## src/hw/rtl/goca_pkg.sv

```systemverilog
// Shared types and constants for the goal ordering agenda block.
package goca_pkg;
    localparam int MAX_GOALS = 32;
    localparam int FACT_BITS = 16;
    localparam int SLOT_W    = 5;
    localparam int CNT_W     = 6;
    localparam int DEG_W     = 7;

    typedef logic [MAX_GOALS-1:0] row_t;
    typedef logic [SLOT_W-1:0]    slot_t;
    typedef logic [CNT_W-1:0]     cnt_t;
    typedef logic signed [DEG_W-1:0] deg_t;
    typedef logic [DEG_W-1:0]     hits_t;
    typedef logic [FACT_BITS-1:0] fact_t;

    typedef enum logic [5:0] {
        ST_LOAD    = 6'b000001,
        ST_CLOSE   = 6'b000010,
        ST_DEGREE  = 6'b000100,
        ST_SORT    = 6'b001000,
        ST_EMIT    = 6'b010000,
        ST_SHIFT   = 6'b100000
    } state_t;
endpackage

```

## src/hw/rtl/goca_degree.sv

```systemverilog
// Degree merge: counts out-edges of one row and adds in-edges column-wise.
module goca_degree (
    input  logic            clk,
    input  logic            clear,
    input  logic            step,
    input  goca_pkg::slot_t idx,
    input  goca_pkg::row_t  row,
    output goca_pkg::deg_t  deg  [goca_pkg::MAX_GOALS],
    output goca_pkg::hits_t hits [goca_pkg::MAX_GOALS]
);
    import goca_pkg::*;
    deg_t  deg_reg  [MAX_GOALS];
    hits_t hits_reg [MAX_GOALS];
    hits_t out_cnt;

    always_comb
    begin
        out_cnt = '0;
        for (int k = 0; k < MAX_GOALS; k++)
        begin
            out_cnt = out_cnt + hits_t'(row[k]);
        end
    end

    always_ff @(posedge clk)
    begin
        for (int k = 0; k < MAX_GOALS; k++)
        begin
            if (clear)
            begin
                deg_reg[k]  <= '0;
                hits_reg[k] <= '0;
            end
            else if (step)
            begin
                if (slot_t'(k) == idx)
                begin
                    deg_reg[k]  <= deg_reg[k] - deg_t'(out_cnt) + deg_t'(row[k]);
                    hits_reg[k] <= hits_reg[k] + out_cnt + hits_t'(row[k]);
                end
                else
                begin
                    deg_reg[k]  <= deg_reg[k] + deg_t'(row[k]);
                    hits_reg[k] <= hits_reg[k] + hits_t'(row[k]);
                end
            end
        end
    end

    assign deg  = deg_reg;
    assign hits = hits_reg;
endmodule

```

## config.mk

```make
export PLATFORM = sky130hd
export DESIGN_NAME = goca_degree
export DESIGN_NICKNAME = d
export VERILOG_FILES = /design/src/hw/rtl/goca_pkg.sv /design/src/hw/rtl/goca_degree.sv
export SDC_FILE = /design/constraint.sdc
export NUM_CORES = 2
export LEC_CHECK = 0
export BUFFER_PORTS_ARGS = -buffer_cell sky130_fd_sc_hd__buf_2
export CELL_PAD_IN_SITES_DETAIL_PLACEMENT = 1
export CELL_PAD_IN_SITES_GLOBAL_PLACEMENT = 1
export CORE_MARGIN = 5
export CORE_UTILIZATION = 46
export DETAILED_ROUTE_END_ITERATION = 12
export PLACE_DENSITY_LB_ADDON = 0.1
export SLEW_MARGIN = 10
export SYNTH_ARGS = -nofsm -noshare
export SYNTH_HDL_FRONTEND = slang
export SYNTH_SLANG_ARGS = --single-unit
```

## constraint.sdc

```tcl
create_clock -name clk -period 11.87 [get_ports clk]
set_input_delay 0.5935 -clock clk [delete_from_list [all_inputs] [get_ports clk]]
set_output_delay 0.5935 -clock clk [all_outputs]
set_load 0.1 [all_outputs]
```

==> summary.md <==
| Metric | Value |
|---|---|
| Reg2Reg Capture Point | `deg[41]$_SDFFE_PP0P_` |
| Crit Path Max Fanout | `33` |
| Final Hold Fails | `0` |
| Clk slew on worst S/H paths | `around 60 ps` |
| Clock Skew | `11.7 ps` |
| Critical path's slowest cell | `fa_1` |
| R2r startpoint | `deg[35]$_SDFFE_PP0P_` |
| Synthesized flop and latch total | `448` |
| Drt via density | `6.23` |
| Largest net degree at the start of global routing | `between 150 and 200` |
| Area of the multi-input gates | `33,300 um2` |
| Synthesis Warnings | `0` |
| Worst EP arrival | `8550 ps` |
| Most frequent cells in the layout | `ha_1 (678), buf_2 (485), a21oi_1 (482)` |
| WS Path Type | `input pin to register` |
| CORE AREA | `~96,000 um2` |
| CTS tree | `yes` |
| Slew Viols, Final | `0` |
| Hold_sp | `clear` |
| HP Class | `input pin to register` |
| Die X | `321 um` |
| Post-synth ARST share | `0%` |
| Clock Path Buffers | `3` |
| Yosys cell types | `81` |
| Share of post-route cells with drive strength above 1 | `12.3%` |
| Synth Instances | `5,584` |
| RSZ-0062 raised after global routing | `no` |
| Initial core utilization | `46.2%` |
| CTS Sinks | `448` |
| Cell taking the most area after synthesis | `dfxtp_1` |
| Setup TNS Final | `0 ps` |
| Placer congestion estimate | `0.866` |
| First-pass GRT wire length | `around 260,000 um` |
| Max H-tree Level | `2` |
| Via Count | `45.1k` |
| DR pass1 iterations | `5` |
| Routed WL | `roughly 170,000 um` |
| Area contributors post-synth | `dfxtp_1 (20%), ha_1 (19%), a21oi_1 (5.4%), fa_1 (5.4%), nor2_1 (4.0%)` |
| Worst reg-to-reg path cell count | `11` |
| GRT Total Usage | `between 30% and 40%` |
| Register area share after synthesis | `between 20% and 30%` |
| Die footprint | `103,000 um2` |
| Total gr overflow | `0` |
| Crit path max-delay family | `adder cells` |
| Die height | `321 um` |
| Final Cycle Share | `67.6%` |
| Synth Area per Inst | `7.97 um2` |
| Actual slew at the worst max-slew pin | `1180 ps` |
| Setup violators final | `0` |
| Hold path endpoint | `deg[58]$_SDFFE_PP0P_` |
| Final net count | `6,751` |
| PortBufs | `approximately 490` |
| Post-route DRC | `0` |
| Post-CTS Repair Setup Buffers | `0` |
| Max-cap check violation count | `0` |
| Commonest non-fill, non-tap cell in the layout | `ha_1` |
| Synth top area share | `slightly above 20%` |
| Bufs and invs on worst path | `7` |
| Clock latency on the worst-skew pair | `680 ps` |
| Final HPWL DP | `119,000 um` |
| Post-synth top flop | `dfxtp_1` |
| Synthesized Nets | `~6.4k` |
| CP max stage delay | `750 ps` |
| Clock root cell | `clkbuf_16` |
| Fill cells | `11.9k` |
| I/O pins | `488` |
| # rows | `114` |
| Tmin final | `8030 ps` |
| Worst Setup End Kind | `register` |
| Synth-to-Final Area Change | `12.3%` |
| Initial drt markers | `2,774` |
| Mapped cell area | `44,500 um2` |
| Max transition margin | `21.2%` |
| Worst hold path depth | `2` |
| Post-CTS resize count | `0` |
| Initial antenna violation count | `11` |
| Critical Path Start Type | `input pin` |
| Number of buffers created by CTS | `61` |
| Outcome | `finished clean` |
| Cell mode on critical path | `fa_1` |
| Hold_buf cts | `0` |
| Vias in the first global route | `45.7k` |
| EDFF count, synth | `0` |
| Register-to-Register Setup Slack | `9180 ps` |
| FF/Latch Area | `roughly 9000 um2` |
| WL per Instance | `23.6 um` |
| Data required, critical path | `12,390 ps` |
| Routed Antenna Nets | `0` |
| F_max | `125 MHz` |
==> synthesized netlist by cell type (14+ instances only) <==
library cell  number
xor2_1           152
a311oi_1          97
a21o_1            75
or3_1             38
a31oi_1           57
nor2b_1          107
buf_2             49
nand2_1          444
nor3_1           107
nand3_1          166
a2111o_1          14
o211ai_1          60
o21ai_0          348
o311ai_0          15
a221o_1           14
and3_1            56
clkbuf_1         180
or2_2             16
buf_1             21
a31o_2            18
nand4_1           93
o31a_1            24
a21oi_1          482
o22ai_1           32
ha_1             679
o21a_1            49
a211oi_1         204
inv_1            322
o221ai_1          32
dfxtp_1          448
fa_1             119
o31ai_1           14
and2_1            18
nor4_1            37
o2111ai_1         42
nor2_1           471
nor3b_1           79
o21bai_1          63
mux2_2            17
xnor2_1           97
a211o_1           20
nand2b_1          49
==> layout make-up <==
type	count	area share [%]
antenna	4	0.0200
inverter	324	2.45
sequential	448	18.0
tap	1276	3.20
clock buffer	90	3.68
clock inverter	23	0.441
timing repair buffer	529	5.63
multi-input combinational	4549	66.6
==> worst max path at each step <==
stage               startpoint                    end  slack (ps)  cells past startpoint
floorplan               row[0]  deg[216]$_SDFFE_PP0P_        1290                     23
global placement        row[0]  deg[216]$_SDFFE_PP0P_        3180                     25
detailed placement      row[0]   deg[41]$_SDFFE_PP0P_        3090                     21
CTS                     row[0]   deg[41]$_SDFFE_PP0P_        3810                     21
global route            row[0]  deg[216]$_SDFFE_PP0P_        3430                     25
finish                  row[0]  deg[125]$_SDFFE_PP0P_        3840                     25
==> through the flow <==
step                std cells  hold WS [ps]  setup WS (ps)  area (um2)  util [%]
global placement         7126           491           3180       47900      49.7
global route             7239           285           3430       49900      51.9
floorplan                5584           907           1290       44500         -
CTS                      7239           246           3810       49900      51.9
finish                   7243           282           3840       49900      51.9
detailed placement       7126           507           3090       47900      49.7
==> layer usage <==
layer / part of all wire (%) / global-route usage (%)
met1: 43 / 40.1
met2: 45 / 51.9
met3: 7.1 / 6.91
met4: 5.4 / 14.8
met5: 0.032 / 0
==> kinds of logic (layout without fill, tap and decap cells) <==
group,Yosys count,after routing,share of synthesized area [%]
xor gates and xnor gates,249,249,4.90
buffers and inverters,587,966,5.23
AOI/OAI and AO/OA,1733,1733,25.5
muxes,19,19,0.475
other,0,4,0
adders and majority gates,798,798,24.5
DFF,448,448,20.2
and+or+nand+nor,1750,1750,19.3
Power is not shown: default switching activity piles up to over one toggle a cycle in this logic, so the estimate is an artifact.
