$ cat config.mk
export PLATFORM = sky130hd
export DESIGN_NAME = goca_lane
export DESIGN_NICKNAME = d
export VERILOG_FILES = /design/src/hw/rtl/goca_pkg.sv /design/src/hw/rtl/goca_lane.sv
export SDC_FILE = /design/constraint.sdc
export NUM_CORES = 1
export LEC_CHECK = 0
export ABC_CLOCK_PERIOD_IN_PS = 5300
export BUFFER_PORTS_ARGS = -buffer_cell sky130_fd_sc_hd__buf_2
export CAP_MARGIN = 30
export CORE_ASPECT_RATIO = 1.1
export CORE_MARGIN = 1
export CORE_UTILIZATION = 35
export CTS_CLUSTER_SIZE = 25
export DETAILED_ROUTE_END_ITERATION = 16
export MAX_ROUTING_LAYER = met4
export PLACE_DENSITY = 0.67
export SLEW_MARGIN = 40
export SYNTH_ARGS = -nofsm -noshare
export SYNTH_HDL_FRONTEND = slang
export SYNTH_SLANG_ARGS = --single-unit
$ cat constraint.sdc
create_clock -name clk -period 5.3 [get_ports clk]
set_input_delay 0.795 -clock clk [delete_from_list [all_inputs] [get_ports clk]]
set_output_delay 0.795 -clock clk [all_outputs]
set_load 0.01 [all_outputs]
$ cat src/hw/rtl/goca_pkg.sv
// Shared types and constants for the goal ordering agenda block.
package goca_pkg;
    localparam int MAX_GOALS = 32;
    localparam int FACT_BITS = 16;
    localparam int SLOT_W    = 5;
    localparam int CNT_W     = 6;
    localparam int DEG_W     = 7;

    typedef logic [MAX_GOALS-1:0] row_t;
    typedef logic [SLOT_W-1:0]    slot_t;
    typedef logic [CNT_W-1:0]     cnt_t;
    typedef logic signed [DEG_W-1:0] deg_t;
    typedef logic [DEG_W-1:0]     hits_t;
    typedef logic [FACT_BITS-1:0] fact_t;

    typedef enum logic [5:0] {
        ST_LOAD    = 6'b000001,
        ST_CLOSE   = 6'b000010,
        ST_DEGREE  = 6'b000100,
        ST_SORT    = 6'b001000,
        ST_EMIT    = 6'b010000,
        ST_SHIFT   = 6'b100000
    } state_t;
endpackage

$ cat src/hw/rtl/goca_lane.sv
// One closure lane: loads its row, then on each step ORs pivot row into its own row when its pivot bit is set.
module goca_lane (
    input  logic            clk,
    input  logic            load,
    input  goca_pkg::row_t  load_row,
    input  logic            step,
    input  goca_pkg::slot_t pivot,
    input  goca_pkg::row_t  pivot_row,
    output goca_pkg::row_t  row
);
    import goca_pkg::*;
    row_t row_reg;
    row_t row_next;

    always_comb
    begin
        row_next = row_reg;
        if (load)
        begin
            row_next = load_row;
        end
        else if (step && row_reg[pivot])
        begin
            row_next = row_reg | pivot_row;
        end
    end

    always_ff @(posedge clk)
    begin
        row_reg <= row_next;
    end

    assign row = row_reg;
endmodule

==> results of run 1 <==
## layout by cell type, fill, tap and decap left out, types with 2 or more instances in the layout
master / n
buf_2: 102
buf_4: 2
clkbuf_8: 5
edfxtp_1: 32
mux2i_1: 7
mux4_1: 5
nand2_1: 32
nand3_1: 2
nor2_1: 33
o21ai_0: 32
## cell families after synthesis
family	Yosys count	share of synthesized area, %
AOI/OAI and AO/OA	37	12.1
muxes	13	12.5
DFF	32	56.3
and+or+nand+nor	70	16.1
buffers and inverters	11	3.08
## Yosys cell counts, types with 2 or more instances
library cell	n	area, um2
mux4_1	5	131
nor2_1	33	124
nand3_1	2	10.0
mux2i_1	7	70.1
o21ai_0	32	160
clkbuf_1	8	30.0
nand2_1	32	120
edfxtp_1	32	961
## critical path: stages
cell,delay (ns)
buf_2,0.27
mux4_1,0.59
mux2_2,0.28
a221o_1,0.30
a41o_1,0.47
buf_4,0.32
## final cells by class
type                    instances  area, um2  share of cell area, %
well taps                      56       70.1                   3.01
flip-flops and latches         32        961                   41.2
clock buffers                   6       72.6                   3.11
multi-input cells             120        693                   29.7
clock inverters                 1       5.00                  0.215
inverters                       1       3.75                  0.161
repair buffers                104        526                   22.5
## per-stage QoR
step           setup WS [ns]  std cells  hold slack, ns  area, um2  util (%)
5_1_grt                 2.20        320           0.681       2330      50.1
6_report                2.28        320           0.647       2330      50.1
4_1_cts                 2.28        320           0.651       2330      50.1
2_1_floorplan           2.32        163           0.649       1710         -
3_3_place_gp            2.04        313           0.645       2250      48.4
3_5_place_dp            1.98        313           0.638       2250      48.4
## power by group through the flow
stage	Clock, uW	Sequential, uW	Combinational, uW
floorplan	0	349	54.6
global placement	0	342	127
detailed placement	0	342	129
CTS	171	336	129
global route	180	340	143
finish	166	335	128
## how the worst min path moves through the flow
stage / startpoint / end / slack [ns] / depth (start not counted)
3_5_place_dp: row[5] / row[5] / 0.64 / 2
4_1_cts: row[5] / row[5] / 0.65 / 2
3_3_place_gp: row[28] / row[28] / 0.64 / 2
6_report: row[7] / row[7] / 0.65 / 2
5_1_grt: row[2] / row[2] / 0.68 / 2
2_1_floorplan: row[13] / row[13] / 0.65 / 2
## routing by layer
layer,part of all wire (%),routed length (um),track usage [%]
met5,0,0,-
met4,0.43,17,4.86
met3,7.8,307,4.70
met2,46,1810,23.7
met1,45,1780,20.1
==> results.md, run 1 <==
- Post-synthesis net count: 235
- Net switching power: 162 uW
- Skew final: 0.00475 ns
- Core Area: 0.00465 mm2
- Detailed placement HPWL: 2990 um
- Worst min path class: reg -> reg
- Detailed-router iteration count before antenna repair: 4
- Worst Setup End Kind: flop
- Synthesized area: 0.00171 mm2
- Final wirelength: 3910 um
- Resized cells post-CTS: 0
- Relative slew slack: 57.8%
- Count of final setup violators: 0
- Critical path capture point: row[26]
- H-tree depth: 2
- Crit. Startpoint: pivot[0]
- Fin. Hold Viols: 0
- Tot GR Track Use: 15.7%
- Total number of vias: 1,515
- Total CTS buffers: 5
- Number of global-route vias before repair: 1,186
- Avg Vias per Cell: 4.73
- Overall power: 629 uW
- Reg2Reg Depth: 5
- Least-Margin Pin Slew: 0.633 ns
- Overflow after GRT: 0
- Sw Share: 25.7%
- Bufs on Longest Clock Path: 2
- Antenna diode count: 0
- Die height: 75.2 um
- Number of flops mapped to enable cells by yosys: 32
- Drt drc: 0
- Initial antenna violation count: 0
- RSZ-0062 raised after global routing: no
- Layout cell share with drive strength beyond 1: 42.0%
- Post-synth top flop: edfxtp_1
- WP data arrival: 3.03 ns
- CTS tree: built
- Leak: 0.00106 uW
- Max Cap Viol: 0
- Unique cell type count in the Yosys netlist: 20
- Largest net degree at the start of global routing: 66
- Syn-to-layout area delta: 36.6%
- Routed len/inst: 12.2 um
- Final worst path period share: 56.9%
- Clk_lat worst skew: 0.27 ns
- Die area: 0.00516 mm2
- Asr flop ratio synth: 0%
- First-pass GRT wire length: 5550 um
- R2R Path End: row[26]
- Filler Cells Inserted: 462
- Reg2Reg Setup Slack: 2.75 ns
- Max IR drop VDD: 0.119 mV
- Boundary Pins: 104
- Fin. max-slew vios: 0
- Gate power share: 20.3%
- Synth warnings: 0
- #FFs+latches synth: 32
- Status: completed
- Sequential area share after synthesis: 56.3%
- Sequential power share: 53.3%
- Post-CTS setup buffer count: 0
- CTS root buf: clkbuf_8
- Antenna-violating nets left: 0
- Pwr Density: 270 mW/mm2
- Int Pwr: 467 uW
- Clk sinks: 32
- Syn Area/Cell: 10.5 um2
- 1st-iter DRT viols: 70
- Worst endpoint required time: 5.31 ns
- Max FFs per register: 32
- Final setup TNS: 0 ns
- Fin crit period: 3.02 ns
- Row count: 26
- PortBufs: 103
- Worst Setup Path Type: in -> reg
- Nets: 336
- Hold buffers post-CTS: 0
- Initial core utilization: 36.7%
- CP Max Fanout: 18
- Worst-path clk slew: 0.06 ns
- Clock power share: 26.4%
- Mapped Cells: 163
- Fmax: 332 MHz
- Worst setup SP type: input pin
- Die width: 68.6 um
- RR Startpoint: row[13]
- GP Congestion: 0.687
(Power assumes the default switching activity.)
==> inputs of run 2 (changes only) <==
--- a/config.mk
+++ b/config.mk
@@ -5,7 +5,7 @@
 export SDC_FILE = /design/constraint.sdc
 export NUM_CORES = 1
 export LEC_CHECK = 0
-export ABC_CLOCK_PERIOD_IN_PS = 5300
+export ABC_CLOCK_PERIOD_IN_PS = 2800
 export BUFFER_PORTS_ARGS = -buffer_cell sky130_fd_sc_hd__buf_2
 export CAP_MARGIN = 30
 export CORE_ASPECT_RATIO = 1.1
==> constraint.sdc (replaced) <==
create_clock -name clk -period 2.8 [get_ports clk]
set_input_delay 0.42 -clock clk [delete_from_list [all_inputs] [get_ports clk]]
set_output_delay 0.42 -clock clk [all_outputs]
set_load 0.01 [all_outputs]
==> run 2 against run 1 <==
Against the previous run: hold slack worse by 0.23 ns; largest power group unchanged; critical path type unchanged; count of clock-buffer cells in the layout shrank 1; clock skew decreased by 0.0018 ns; via count grew 2.2%; sequential share of layout area is 0.85 points lower; sequential power grew 90%; power grew 110%.
==> results.md, run 2 (same netlist as run 1, synthesis figures left out) <==
- Detailed-router iteration count before antenna repair: 4 (unchanged)
- Critical path capture point: row[27]
- Status: completed
- Met3 global-route usage: 3.64% (-1.1 points)
- Final worst path period share: 81.5%
- Tot GR Track Use: 16.6% (+0.96 points)
- H-tree depth: 2 (unchanged)
- Clk sinks: 32 (unchanged)
- Crit. Startpoint: pivot[0]
- Initial core utilization: 36.7% (unchanged)
- 1st-iter DRT viols: 53 (-24%)
- Gate power share: 19.0% (-1.3 points)
- Largest net degree at the start of global routing: 36 (-45%)
- Final Cell Area: 0.00238 mm2 (+2.1%)
- Initial antenna violation count: 0 (unchanged)
- Worst min path class: in -> reg
- GR peak layer: met2
- RSZ-0062 raised after global routing: no
- Total number of vias: 1,549 (+2.2%)
- CTS root buf: clkbuf_8
- Least-Margin Pin Slew: 0.452 ns (-0.181 ns)
- Fin. Hold Viols: 0 (unchanged)
- Resized cells post-CTS: 0 (unchanged)
- CTS tree: built
- Relative slew slack: 69.9% (+12 points)
- Final setup TNS: 0 ns (unchanged)
- Max FFs per register: 32 (unchanged)
- Net switching power: 324 uW (+100%)
- Met1 GRT Util: 20.6% (+0.54 points)
- Boundary Pins: 104 (unchanged)
- CP max stage cell: mux4_1
- Syn-to-layout area delta: 39.4%
- WP data arrival: 2.30 ns (-0.73 ns)
- RR Startpoint: row[9]
- Worst setup SP type: input pin
- Fin. max-slew vios: 0 (unchanged)
- Hold Path Origin: load_row[25]
- Max Cap Viol: 0 (unchanged)
- Reg area: 961 um2 (unchanged)
- Number of global-route vias before repair: 1,252 (+5.6%)
- Fin crit period: 2.28 ns
- Total CTS buffers: 5 (unchanged)
- Sequential power share: 48.8% (-4.5 points)
- Avg Vias per Cell: 4.78 (+0.98%)
- Commonest non-fill, non-tap cell in the layout: buf_2
- Int Pwr: 977 uW (+110%)
- PortBufs: 103 (unchanged)
- CP Max Fanout: 20 (+2)
- Worst-path clk slew: 0.06 ns (about the same)
- Area of the multi-input gates: 693 um2 (unchanged)
- CP Cell Sequence: buf_2, mux4_1, mux2_2, a221o_1, a41o_1, buf_4
- Final wirelength: 4150 um (+6.1%)
- Clk_lat worst skew: 0.28 ns (about the same)
- Clock power share: 32.2% (+5.8 points)
- Filler Cells Inserted: 480 (+3.9%)
- Most frequent cells in the layout: buf_2, nor2_1, nand2_1, o21ai_0, edfxtp_1
- Leak: 0.00109 uW (+2.4%)
- Critical path buffer and inverter count: 2 (unchanged)
- Count of final setup violators: 0 (unchanged)
- First-pass GRT wire length: 5960 um (+7.5%)
- CP max stage delay: 0.57 ns (-0.02 ns)
- Antenna-violating nets left: 0 (unchanged)
- Routed len/inst: 12.8 um (+4.8%)
- R2R Path End: row[27]
- Max IR drop VDD: 0.246 mV (+110%)
- Nets: 339 (+0.89%)
- Die height: 75.2 um (unchanged)
- Crit path max-delay family: multiplexers
- Bufs on Longest Clock Path: 2 (unchanged)
- Reg2Reg Depth: 5 (unchanged)
- Worst endpoint required time: 2.82 ns (-2.49 ns)
- Post-CTS setup buffer count: 0 (unchanged)
- Skew final: 0.00300 ns (-0.00175 ns)
- Layout cell share with drive strength beyond 1: 42.5% (+0.49 points)
- Grt met2 use: 26.0% (+2.3 points)
- Sw Share: 24.9% (-0.85 points)
- Row count: 26 (unchanged)
- Fmax: 438 MHz
- GP Congestion: 0.713 (+3.8%)
- Drt drc: 0 (unchanged)
- Crit. path cell count: 6 (unchanged)
- Worst Setup End Kind: flop
- Die width: 68.6 um (unchanged)
- Reg2Reg Setup Slack: 0.54 ns (-2.21 ns)
- Detailed placement HPWL: 3200 um (+7.0%)
- Post-DP Area: 0.00227 mm2 (+1.0%)
- Antenna diode count: 0 (unchanged)
- Hold buffers post-CTS: 0 (unchanged)
- Worst Setup Path Type: in -> reg
- Core Area: 0.00465 mm2 (unchanged)
- Pwr Density: 547 mW/mm2 (+100%)
- Overflow after GRT: 0 (unchanged)
- Die area: 0.00516 mm2 (unchanged)
## run 2: worst min path at each step
| stage | depth (start not counted) | slack [ns] | end |
|---|---|---|---|
| 3_3_place_gp | 2 | 0.63 | row[2] |
| 4_1_cts | 3 | 0.41 | row[25] |
| 3_5_place_dp | 2 | 0.64 | row[24] |
| 5_1_grt | 3 | 0.42 | row[2] |
| 2_1_floorplan | 2 | 0.61 | row[28] |
| 6_report | 3 | 0.42 | row[25] |
## run 2: power groups by stage
stage	combinational, uW	sequential (uW)	clock, uW
global route	278	642	444
floorplan	103	661	0
global placement	246	646	0
CTS	252	636	429
detailed placement	251	646	0
finish	247	635	419
## run 2: metrics by stage
step | instances | hold slack (ns) | util [%] | worst slack, ns | power, uW
2_1_floorplan | 163 | 0.607 | - | 0.193 | 765
3_3_place_gp | 316 | 0.630 | 48.9 | 0.273 | 891
3_5_place_dp | 316 | 0.640 | 48.9 | 0.227 | 897
4_1_cts | 324 | 0.413 | 51.2 | 0.515 | 1320
5_1_grt | 324 | 0.420 | 51.2 | 0.454 | 1360
6_report | 324 | 0.418 | 51.2 | 0.517 | 1300
## run 2: final cells by class
class / instances / area share (%)
inverter: 1 / 0.158
clock buffer: 5 / 2.89
clock inverter: 3 / 1.58
tap: 56 / 2.94
multi-input combinational: 120 / 29.1
sequential: 32 / 40.4
timing repair buffer: 107 / 22.9
## run 2: metal layers
| metal | vias up | part of all wire (%) |
|---|---|---|
| li1 | 795 | - |
| met1 | 688 | 44 |
| met2 | 59 | 48 |
| met3 | 7 | 6.5 |
| met4 | 0 | 1.6 |
| met5 | - | 0 |
## run 2: worst min-delay path, stage by stage
cell	delay [ns]
buf_2	0.07
nand2_1	0.04
o21ai_0	0.05
==> inputs of run 3 (changes only) <==
--- a/config.mk
+++ b/config.mk
@@ -5,7 +5,7 @@
 export SDC_FILE = /design/constraint.sdc
 export NUM_CORES = 1
 export LEC_CHECK = 0
-export ABC_CLOCK_PERIOD_IN_PS = 2800
+export ABC_CLOCK_PERIOD_IN_PS = 2300
 export BUFFER_PORTS_ARGS = -buffer_cell sky130_fd_sc_hd__buf_2
 export CAP_MARGIN = 30
 export CORE_ASPECT_RATIO = 1.1
==> constraint.sdc (replaced) <==
create_clock -name clk -period 2.3 [get_ports clk]
set_input_delay 0.345 -clock clk [delete_from_list [all_inputs] [get_ports clk]]
set_output_delay 0.345 -clock clk [all_outputs]
set_load 0.01 [all_outputs]
==> run 3 against run 2 <==
Against the previous run: hold slack got worse by 0.067 ns; combinational power increased by 25%; largest cell class unchanged; power increased by 11%; sequential power increased by 21%; largest power group unchanged; core utilization decreased by 0.24 points.
==> results.md, run 3 (same netlist as run 1, synthesis figures left out) <==
- Status: completed
- Row count: 26 (unchanged)
- RR Startpoint: row[9]
- CP Cell Sequence: mux4_1, mux2_2, a221o_1, a41o_4
- Overall power: 1440 uW (+11%)
- Reg2Reg Setup Slack: 0.14 ns (-0.40 ns)
- Fin. max-slew vios: 0 (unchanged)
- Skew final: 0.00132 ns (-0.00168 ns)
- Tot GR Track Use: 17.3% (+0.70 points)
- Max IR drop VDD: 0.267 mV (+8.4%)
- Nets: 339 (unchanged)
- WP data arrival: 2.15 ns (-0.15 ns)
- CP max stage cell: mux4_1
- Relative slew slack: 70.4% (+0.53 points)
- Boundary Pins: 104 (unchanged)
- Detailed-router iteration count before antenna repair: 4 (unchanged)
- Area of the multi-input gates: 704 um2 (+1.6%)
- Hold Path Origin: load_row[22]
- Worst setup SP type: flop
- Hold_ws: 0.351 ns (-0.0670 ns)
- R2R Path End: row[30]
- Max FFs per register: 32 (unchanged)
- Hold Path Stages: 3 (unchanged)
- Overflow after GRT: 0 (unchanged)
- Number of global-route vias before repair: 1,361 (+8.7%)
- Die height: 75.2 um (unchanged)
- CTS root buf: clkbuf_8
- Bufs on Longest Clock Path: 2 (unchanged)
- Final worst path period share: 94.1%
- Final setup TNS: 0 ns (unchanged)
- CP max stage delay: 0.51 ns (-0.06 ns)
- GP Congestion: 0.686 (-3.9%)
- Total number of vias: 1,557 (+0.52%)
- Antenna-violating nets left: 0 (unchanged)
- Layout cell share with drive strength beyond 1: 43.0% (+0.48 points)
- Syn-to-layout area delta: 38.8%
- Critical path capture point: row[30]
- Post-Layout Cell Count: 322 (-0.62%)
- Filler Cells Inserted: 462 (-3.8%)
- Clk_lat worst skew: 0.27 ns (about the same)
- Reg area: 961 um2 (unchanged)
- Post-CTS setup buffer count: 0 (unchanged)
- Leak: 0.00108 uW (-1.1%)
- Initial core utilization: 36.7% (unchanged)
- Max Cap Viol: 0 (unchanged)
- Avg Vias per Cell: 4.84 (+1.1%)
- PortBufs: 103 (unchanged)
- Worst endpoint required time: 2.28 ns (-0.54 ns)
- Worst Setup Path Type: reg -> reg
- Worst min path class: in -> reg
- Commonest non-fill, non-tap cell in the layout: buf_2
- Total CTS buffers: 5 (unchanged)
- Final wirelength: 4080 um (-1.8%)
- CTS tree: built
- Fmax: 462 MHz
- Detailed placement HPWL: 3080 um (-3.9%)
- Fin. Hold Viols: 0 (unchanged)
- Post-Place Cells: 316 (unchanged)
- Pwr Density: 610 mW/mm2 (+12%)
- Count of final setup violators: 0 (unchanged)
- Least-Margin Pin Slew: 0.444 ns (-0.00798 ns)
- Die area: 0.00516 mm2 (unchanged)
- H-tree depth: 2 (unchanged)
- 1st-iter DRT viols: 70 (+32%)
- Routed len/inst: 12.7 um (-1.1%)
- Most frequent cells in the layout: buf_2, nor2_1, nand2_1, o21ai_0, edfxtp_1
- Initial antenna violation count: 1 (+1)
- Clk sinks: 32 (unchanged)
- Largest net degree at the start of global routing: 43 (+19%)
- Worst-path clk slew: 0.06 ns (about the same)
- Worst Setup End Kind: flop
- Core Area: 0.00465 mm2 (unchanged)
- Reg2Reg Depth: 4 (-1)
- First-pass GRT wire length: 6190 um (+3.8%)
- Fin crit period: 2.16 ns
- RSZ-0062 raised after global routing: no
- Die width: 68.6 um (unchanged)
- Drt drc: 0 (unchanged)
- Crit. Startpoint: row[9]
- CP Max Fanout: 32 (+60%)
run 3: changes by cell type in the layout (fill, tap and decap cells not counted), sizes merged:
cell	delta
bufinv	-1
clkinv	-2
diode	+1
run 3: layout make-up:
cell class	instances	share of cell area (%)
flip-flops and latches	32	40.6
multi-input cells	120	29.7
repair buffers	107	23.6
well taps	56	2.96
clock buffers	5	2.91
inverters	1	0.158
diodes	1	0.106
run 3: stage by stage:
step	setup WS [ns]	utilization, %	instance area, um2
6_report	0.136	50.9	2370
5_1_grt	0.0571	50.9	2370
4_1_cts	0.0503	50.9	2370
3_5_place_dp	-0.116	49.4	2300
3_3_place_gp	-0.0937	49.4	2300
2_1_floorplan	0.0493	-	1720
run 3: critical path, delay by kind of cell (launching register included):
family | cells | cell delay, ns
mux | 2 | 0.78
compound gates | 2 | 0.66
flops | 1 | 0.41
run 3: report_power, final:
part           internal [uW]  total, uW  leakage [uW]  switching [uW]
logic                    152        308      0.000725             155
registers                726        770      0.000317            43.7
clock network            194        367     0.0000360             172
run 3: worst min-delay path by stage:
stage,endpoint
after detailed placement,row[5]
after CTS,row[29]
after global routing,row[31]
after global placement,row[28]
final,row[22]
after floorplan,row[28]
run 3: timing repair:
action | 4_1_cts | 5_1_grt
setup endpoints to repair | 0 | 32
hold buffers | 0 | 0
gates resized for setup | 0 | 0
endpoints found under the hold margin | 0 | 0
run 3: per-layer routing:
metal,vias up,track usage (%),share of wire (%)
met4,0,5.56,1.3
met5,-,-,0
met1,685,21.0,44
met2,74,26.9,46
li1,793,-,-
met3,5,5.91,8.9
